File: src/design/aada_pkg.sv
// Shared widths and the accelerometer sample decode for the average decimator.
package aada_pkg;

  localparam int AXES = 3;
  localparam int BYTE_W = 8;
  localparam int MEAN_W = 12;
  localparam int SUM_W = 17;
  localparam int MAG_W = 16;
  localparam int CNT_W = 5;
  localparam int RECIP_SHIFT = 21;
  localparam int RECIP_W = RECIP_SHIFT + 1;
  localparam int PROD_W = MAG_W + RECIP_W;

  typedef logic [BYTE_W-1:0] byte_t;
  typedef logic signed [MEAN_W-1:0] mean_t;
  typedef logic signed [SUM_W-1:0] sum_t;
  typedef logic [MAG_W-1:0] mag_t;
  typedef logic [PROD_W-1:0] prod_t;

  // The left-justified 16-bit word divided by 16, rounded toward zero.
  function automatic mean_t pair_to_count(input byte_t hi, input byte_t lo);
    logic [2*BYTE_W-1:0] raw;
    mean_t floor_q;
    begin
      raw = {hi, lo};
      floor_q = mean_t'(raw[2*BYTE_W-1:4]);
      if (raw[2*BYTE_W-1] && (raw[3:0] != 4'd0)) begin
        pair_to_count = floor_q + mean_t'(1);
      end else begin
        pair_to_count = floor_q;
      end
    end
  endfunction

endpackage

File: src/design/accel_decode_average_decimator_top.sv
// Accelerometer read decoder with a boxcar average over DECIMATION_FACTOR reads.
//
// The input channel takes one word per accelerometer read: a high and a low
// byte for each axis. A word is taken at a rising edge where in_valid is high
// and in_stall is low. Each read is decoded to a signed count and added into
// the per-axis sums. The read that completes a window hands the sums to a
// three-stage output path and clears the sums and the read count.
// The output channel presents one word of three means per window. The word is
// taken at an edge where out_valid is high and out_stall is low.
// Throughput is one read per cycle while in_stall is low.
// Stages are: window capture, magnitude times reciprocal of the factor, then
// shift and sign restore into the output register.
// When the receiver stalls, the output path fills; in_stall rises only when
// the window capture stage cannot advance.
// A synchronous reset clears the sums, the read count and all valid flags.
module accel_decode_average_decimator_top #(
  parameter int DECIMATION_FACTOR = 10
) (
  input  logic clk,
  input  logic rst,
  input  logic in_valid,
  output logic in_stall,
  input  aada_pkg::byte_t x_high_byte,
  input  aada_pkg::byte_t x_low_byte,
  input  aada_pkg::byte_t y_high_byte,
  input  aada_pkg::byte_t y_low_byte,
  input  aada_pkg::byte_t z_high_byte,
  input  aada_pkg::byte_t z_low_byte,
  output logic out_valid,
  input  logic out_stall,
  output aada_pkg::mean_t mean_x,
  output aada_pkg::mean_t mean_y,
  output aada_pkg::mean_t mean_z
);
  import aada_pkg::*;

  localparam logic [RECIP_W-1:0] RECIP =
    RECIP_W'(((2 ** RECIP_SHIFT) + DECIMATION_FACTOR - 1) / DECIMATION_FACTOR);
  localparam logic [CNT_W-1:0] LAST_COUNT = CNT_W'(DECIMATION_FACTOR - 1);

  byte_t hi_byte [AXES];
  byte_t lo_byte [AXES];
  sum_t sum [AXES];
  sum_t sum_next [AXES];
  sum_t win [AXES];
  prod_t prod [AXES];
  logic neg [AXES];
  mean_t mean [AXES];
  logic [CNT_W-1:0] sample_count;
  logic s1_valid;
  logic s2_valid;
  logic out_ready;
  logic s2_ready;
  logic s1_ready;
  logic in_acc;
  logic last;

  assign hi_byte[0] = x_high_byte;
  assign lo_byte[0] = x_low_byte;
  assign hi_byte[1] = y_high_byte;
  assign lo_byte[1] = y_low_byte;
  assign hi_byte[2] = z_high_byte;
  assign lo_byte[2] = z_low_byte;

  assign out_ready = !out_valid || !out_stall;
  assign s2_ready = !s2_valid || out_ready;
  assign s1_ready = !s1_valid || s2_ready;
  assign in_stall = !s1_ready;
  assign in_acc = in_valid && s1_ready;
  assign last = (sample_count == LAST_COUNT);

  always_comb begin
    for (int a = 0; a < AXES; a++) begin
      sum_next[a] = sum[a] + SUM_W'(pair_to_count(hi_byte[a], lo_byte[a]));
    end
  end

  always_ff @(posedge clk) begin
    if (rst) begin
      sample_count <= '0;
      s1_valid <= 1'b0;
      s2_valid <= 1'b0;
      out_valid <= 1'b0;
      for (int a = 0; a < AXES; a++) begin
        sum[a] <= '0;
      end
    end else begin
      if (in_acc) begin
        if (last) begin
          sample_count <= '0;
          for (int a = 0; a < AXES; a++) begin
            sum[a] <= '0;
            win[a] <= sum_next[a];
          end
        end else begin
          sample_count <= sample_count + CNT_W'(1);
          for (int a = 0; a < AXES; a++) begin
            sum[a] <= sum_next[a];
          end
        end
      end
      if (in_acc && last) begin
        s1_valid <= 1'b1;
      end else if (s2_ready) begin
        s1_valid <= 1'b0;
      end
      if (s2_ready) begin
        s2_valid <= s1_valid;
        for (int a = 0; a < AXES; a++) begin
          neg[a] <= win[a][SUM_W-1];
          prod[a] <= PROD_W'(mag_t'(win[a][SUM_W-1] ? -win[a] : win[a])) *
                     PROD_W'(RECIP);
        end
      end
      if (out_ready) begin
        out_valid <= s2_valid;
        for (int a = 0; a < AXES; a++) begin
          mean[a] <= neg[a] ? -mean_t'(prod[a][RECIP_SHIFT +: MEAN_W])
                            : mean_t'(prod[a][RECIP_SHIFT +: MEAN_W]);
        end
      end
    end
  end

  assign mean_x = mean[0];
  assign mean_y = mean[1];
  assign mean_z = mean[2];

endmodule

File: config.mk
export PLATFORM = sky130hd
export DESIGN_NAME = accel_decode_average_decimator_top
export DESIGN_NICKNAME = d
export VERILOG_FILES = /design/src/design/aada_pkg.sv /design/src/design/accel_decode_average_decimator_top.sv
export SDC_FILE = /design/constraint.sdc
export NUM_CORES = 1
export LEC_CHECK = 0
export ABC_AREA = 0
export BUFFER_PORTS_ARGS = -buffer_cell sky130_fd_sc_hd__buf_4
export CORE_AREA = 2 2 262 264
export DETAILED_ROUTE_END_ITERATION = 7
export DIE_AREA = 0 0 264 266
export PLACE_DENSITY = 0.58
export SLEW_MARGIN = 20
export SYNTH_ARGS = -nofsm -noshare
export SYNTH_HDL_FRONTEND = slang
export SYNTH_SLANG_ARGS = --single-unit
File: constraint.sdc
create_clock -name clk -period 9.9 [get_ports clk]
set_input_delay 1.485 -clock clk [delete_from_list [all_inputs] [get_ports clk]]
set_output_delay 1.485 -clock clk [all_outputs]
set_load 0.005 [all_outputs]
==> results of run 1 <==
-- power by group --
part	internal (mW)	leakage (nW)	switching (mW)
Combinational	0.162	10.3	0.204
Clock	0.366	0.300	0.349
Sequential	0.924	1.82	0.0187
Total	1.45	12.4	0.572
-- layout make-up --
type / count / area, um2 / share of cell area, %
clock buffer: 17 / 425 / 1.64
clock inverter: 15 / 199 / 0.769
inverter: 478 / 1800 / 6.95
multi-input combinational: 1571 / 16100 / 62.4
sequential: 185 / 5480 / 21.2
tap: 882 / 1100 / 4.27
timing repair buffer: 95 / 726 / 2.81
-- metrics by stage --
step	hold WS, ps	utilization [%]	area, um2	std cells	power (mW)
after CTS	483	38.1	25800	3242	2.06
after global routing	521	38.2	25900	3243	2.12
after detailed placement	460	37.2	25200	3210	1.32
after floorplan	429	-	23400	2248	1.21
after global placement	441	37.2	25200	3210	1.31
final	482	38.2	25900	3243	2.02
-- registers in the layout (all words and copies together), names as in the netlist --
register and cells:
win 51, mean 36, s2_valid 1, sample_count 5, prod 36, s1_valid 1, sum 51, out_valid 1
neg 3
-- metal layers --
layer | share of wire [%] | global-route usage (%) | routed length (um)
met1 | 47 | 19.5 | 23700
met2 | 48 | 25.5 | 23900
met3 | 3.2 | 2.46 | 1580
met4 | 1.8 | 4.15 | 896
met5 | 0 | 0 | 0
-- logic make-up after synthesis --
| group | after synthesis | synth area share, % |
|---|---|---|
| mux | 6 | 0.267 |
| simple gates | 381 | 8.45 |
| xor+xnor | 261 | 10.0 |
| flops | 185 | 23.4 |
| compound gates | 271 | 7.90 |
| fa+ha+maj | 652 | 42.1 |
| buf+inv | 492 | 7.89 |
-- worst min-delay path by stage --
stage	from	to	slack (ps)	cells after the start
finish	s2_valid	out_valid	480	2
global route	s1_valid	s2_valid	520	2
CTS	s2_valid	out_valid	480	2
detailed placement	s2_valid	out_valid	460	2
global placement	s2_valid	out_valid	440	2
floorplan	s2_valid	out_valid	430	2
-- worst register-to-register path: stages (launching register included) --
cell and delay (ps):
edfxtp_1 480, nor4_2 340, nor3b_2 260, nand2_2 110, or4_2 560, o21ai_0 250
xnor2_1 370, ha_1 400, ha_1 300, inv_1 50, fa_1 500, inv_1 50
fa_1 470, fa_1 550, inv_1 50, fa_1 520, inv_1 40, ha_1 310
nand4_1 110, or2_2 320, nor3_1 240, a211oi_2 160, a221oi_2 380, a221oi_2 140
o2111ai_2 240, a21oi_1 120, xnor2_1 130
-- cell usage in the layout (no fill, tap or decap), drive strengths merged, types with 4 or more instances in the layout --
cell type  Yosys  layout
clkinv         0       6
dfxtp          8       8
nand2         93      93
xor2          70      70
fa           228     228
a31oi          8       8
a21oi         73      73
o2111ai        4       4
a211o          5       5
nor2b         14      14
o21a           7       7
o31a           4       4
nor3          23      23
a21o          30      30
nor2          72      72
ha           424     424
inv          478     485
nor4           7       7
o41ai          9       9
or2            4       4
a221oi         5       5
or3           15      15
o21ai         57      57
and4           5       5
mux2i          4       4
a21boi         4       4
and2          61      61
o21bai        19      19
edfxtp       177     177
o31ai         21      21
or4            6       6
xnor2        191     191
clkbuf        12      17
a211oi         7       7
and3          14      14
nand4         18      18
nand2b        14      14
nand3         29      29
buf            2      95
==> results.yml, run 1 <==
run_status:
  outcome: "finished clean"
grt:
  overflow: 0
  grt_pass1_wl_mm: 83.0
  antenna_found_initial: 1
  track_usage_pct: 14.9
  grt_max_degree: 53
  grt_pass1_vias: 16278
min_path:
  hold_path_class: "flop to flop"
clocking:
  cts_tree: "yes"
  path_clk_slew_ps: 80
  cts_resized: 0
  clock_sinks: 185
  cts_setup_buffers: 0
  cts_root_buf: "clkbuf_16"
  htreeDepth: 4
  clock_latency_ps: 490
  cts_hold_buf: 0
  cts_buffer_depth: 2
  cts_inserted_buffers: 17
worst_setup_path:
  r2r_end: "prod[0][30]"
  crit_path_end: "prod[0][30]"
  worstPathArrival_ps: 7940
  path_buf_inv: 4
  end_kind: "flop"
  cp.depth: 26
  cpLargestDelayFamily: "adder cells"
  reg2regPathDepth: 26
  startpoint: "win[0][3]"
  worst-endpoint-required_ps: 10130
  r2r_start: "win[0][3]"
  crit_type: "flop to flop"
  cp-start-kind: "flop"
  critPathMaxStageDelay_ps: 560
  rrSetupSlack_ps: 2200
  slowest_stage: "or4_2"
  crit_fanout: 6
placed_design:
  pre_cts_ws_ps: 2150
  gp_congestion: 0.942
  port_buffers: 89
  place_hpwl_mm: 43.7
yosys:
  syn_avg_cell_area_um2: 10.4
  synth_edf_count: 177
  syn_nets: 2952
  ys_warn_count: 0
  yosys-top-cells-area: "edfxtp_1, ha_1, fa_1"
  synth_top_cells_by_count: "inv_1, ha_1, fa_1"
  seq_area_frac_synth_pct: 23.4
  synth_top_area_share_pct: 22.7
  async_flop_share_pct: 0
  syn_area_um2: 23400
  syn_inst: 2248
  synth_largest_area_cell: "edfxtp_1"
  yosysMostFrequentCell: "inv_1"
  ys_ff_latch: 185
  synth.distinct_cells: 79
  synth_ff_type: "edfxtp_1"
sta:
  finalCritPeriodShare_pct: 77.8
  max-slew-margin-rel_pct: 39.7
  tightest_slew_ps: 898
  rsz0062_at_grt: "no"
  finClkSkew_ps: 17.9
  fin_ws_ps: 2200
  fmaxAchievable_mhz: 130
  finalMaxSlewViolations: 0
  timing_hold_violations_final: 0
  post-route-min-period_ps: 7700
  fin_setup_tns_ps: 0
  setup_viol: 0
floorplan:
  fp.dieW_um: 264
  start_util_pct: 34.6
  fp.dieH_um: 266
  io_pins: 90
  rows: 96
  die_area_um2: 70200
  core_um2: 67700
routing:
  ant_nets: 0
  dr.pass1.iters: 8
  vias_per_cell: 4.74
  vias: 15370
  drt_iter0_drc: 778
  drcViolationCount: 0
  totalWireLength_mm: 50.1
  post_drt_wl_per_cell_um: 15.4
finish:
  fillerInstances: 6781
  syn2layout_area_growth_pct: 10.4
  n_antenna_cell: 0
  nets: 3052
  drive_gt1_share_pct: 7.20
pwr:
  power.leakage_nw: 12.4
  powerDensity_nw_per_um2: 78.3
  max-vdd-ir-drop_uv: 128
run:
  cap_violations: 0
Note: power is estimated with default switching activity, not from simulation.
==> run 2, diff against run 1 <==
==> constraint.sdc (replaced) <==
create_clock -name clk -period 7.8 [get_ports clk]
set_input_delay 1.17 -clock clk [delete_from_list [all_inputs] [get_ports clk]]
set_output_delay 1.17 -clock clk [all_outputs]
set_load 0.005 [all_outputs]
==> run 2 against run 1 <==
Cell count increased by 0.46%. Non-clock buffer count increased by 15. Maximum frequency increased by 3.5%. Final area increased by 0.78%. Wire length increased by 0.47%. Power increased by 29%. Clock-buffer cell count unchanged. Flip-flop and latch count unchanged. Die area unchanged. First-iteration DRC count decreased by 17%. Sequential power increased by 27%. Register-to-register slack got worse by 1800 ps.
==> results.yml, run 2 (same netlist as run 1, synthesis figures left out) <==
run_status:
  outcome: "finished clean"
clocking:
  clock_latency_ps: 500
  cts_root_buf: "clkbuf_16"
  cts_buffer_depth: 2
  clock_sinks: 185
  cts_tree: "yes"
  cts_hold_buf: 0
  path_clk_slew_ps: 80
  htreeDepth: 4
  cts_inserted_buffers: 17
grt:
  grt_use_met2_pct: 25.2
  grt_pass1_wl_mm: 82.7
  antenna_found_initial: 1
  grt_busiest_layer: "met2"
  met3_usage_pct: 2.34
  track_usage_pct: 14.8
  grt_max_degree: 53
  overflow: 0
  use_met1_pct: 19.4
  grt_pass1_vias: 16504
finish:
  utilization_pct: 38.5
  fin_area_um2: 26100
  final_cell_mix: "inv_1, ha_1, fa_1"
  syn2layout_area_growth_pct: 11.2
  n_antenna_cell: 0
  final_common_cell: "inv_1"
  top_regs: "sum (51), win (51)"
  nets: 3067
  drive_gt1_share_pct: 8.08
worst_setup_path:
  reg2regPathDepth: 26
  r2r_start: "win[0][3]"
  worst-endpoint-required_ps: 8040
  r2r_end: "prod[0][30]"
  crit_fanout: 6
  crit_type: "flop to flop"
  worstPathArrival_ps: 7680
  cp-start-kind: "flop"
  end_kind: "flop"
  rrSetupSlack_ps: 360
sta:
  fmaxAchievable_mhz: 134
  hold-worst-slack_ps: 466
  finClkSkew_ps: 15.7
  finalMaxSlewViolations: 0
  tightest_slew_ps: 794
  timing_hold_violations_final: 0
  setup_viol: 0
  max-slew-margin-rel_pct: 46.9
  finalCritPeriodShare_pct: 95.4
  fin_setup_tns_ps: 0
  rsz0062_at_grt: "yes"
  post-route-min-period_ps: 7440
floorplan:
  core_um2: 67700
  fp.dieW_um: 264
  die_area_um2: 70200
  io_pins: 90
  fp.dieH_um: 266
  start_util_pct: 34.6
  rows: 96
routing:
  post_drt_wl_per_cell_um: 15.4
  vias_per_cell: 4.72
  drcViolationCount: 0
  totalWireLength_mm: 50.3
  vias: 15383
  drt_iter0_drc: 642
  dr.pass1.iters: 5
  ant_nets: 0
pwr:
  max-vdd-ir-drop_uv: 172
  power.leakage_nw: 12.5
  powerDensity_nw_per_um2: 99.9
placed_design:
  placed_area_um2: 25300
  place_hpwl_mm: 43.8
  gp_congestion: 0.904
  port_buffers: 89
min_path:
  hold_path_class: "flop to flop"
  hold-path-cell-count: 2
  holdCritStartpoint: "s2_valid"
  min_to: "out_valid"
run:
  cap_violations: 0
[run 2: cell type report]
type / count / area [um2]
inverters: 478 / 1800
multi-input cells: 1571 / 16200
flip-flops and latches: 185 / 5480
repair buffers: 110 / 838
clock buffers: 17 / 425
fillers: 6680 / 41700
well taps: 882 / 1100
clock inverters: 15 / 210
[run 2: critical path: stages (launching register included)]
cell and delay, ps:
edfxtp_1 460, nor4_4 320, nor3b_4 250, nand2_2 110, or4_2 580, o21ai_2 200, xnor2_2 230, ha_1 360
ha_1 300, inv_1 50, fa_1 490, inv_1 50, fa_1 460, fa_1 550, inv_1 60, fa_1 530
inv_1 40, ha_1 310, nand4_1 130, or2_2 320, nor3_1 250, a211oi_2 140, a221oi_2 360, a221oi_2 140
o2111ai_2 260, a21oi_1 120, xnor2_1 130
[run 2: worst max-delay path by stage]
stage,endpoint,cells past startpoint,from,slack [ps]
2_1_floorplan,prod[0][30],26,win[0][3],650
3_3_place_gp,prod[0][30],26,win[0][3],220
3_5_place_dp,prod[0][30],26,win[0][3],20
4_1_cts,prod[0][30],26,win[0][3],10
5_1_grt,prod[0][30],26,win[0][3],-80
6_report,prod[0][30],26,win[0][3],360
[run 2: routing by layer]
metal | vias up | routed length (um)
li1 | 7713 | -
met1 | 7395 | 24000
met2 | 206 | 23900
met3 | 69 | 1320
met4 | 0 | 1120
met5 | - | 0
[run 2: per-stage QoR]
| stage | setup WS (ps) | total power [mW] | instances |
|---|---|---|---|
| 2_1_floorplan | 647 | 1.54 | 2248 |
| 6_report | 358 | 2.60 | 3258 |
| 3_3_place_gp | 217 | 1.67 | 3223 |
| 5_1_grt | -78.4 | 2.72 | 3258 |
| 3_5_place_dp | 19.4 | 1.68 | 3223 |
| 4_1_cts | 12.8 | 2.63 | 3255 |
[run 2: what timing repair did]
| item | in CTS | in global routing |
|---|---|---|
| resized for setup | 0 | 12 |
| buffers inserted | 0 | 2 |
| setup endpoints to repair | 0 | 9 |
[run 2: where the power goes]
part / switching, mW / total [mW] / internal [mW] / leakage [nW]
logic: 0.260 / 0.467 / 0.206 / 10.4
clock network: 0.424 / 0.940 / 0.516 / 0.308
registers: 0.0234 / 1.20 / 1.17 / 1.82
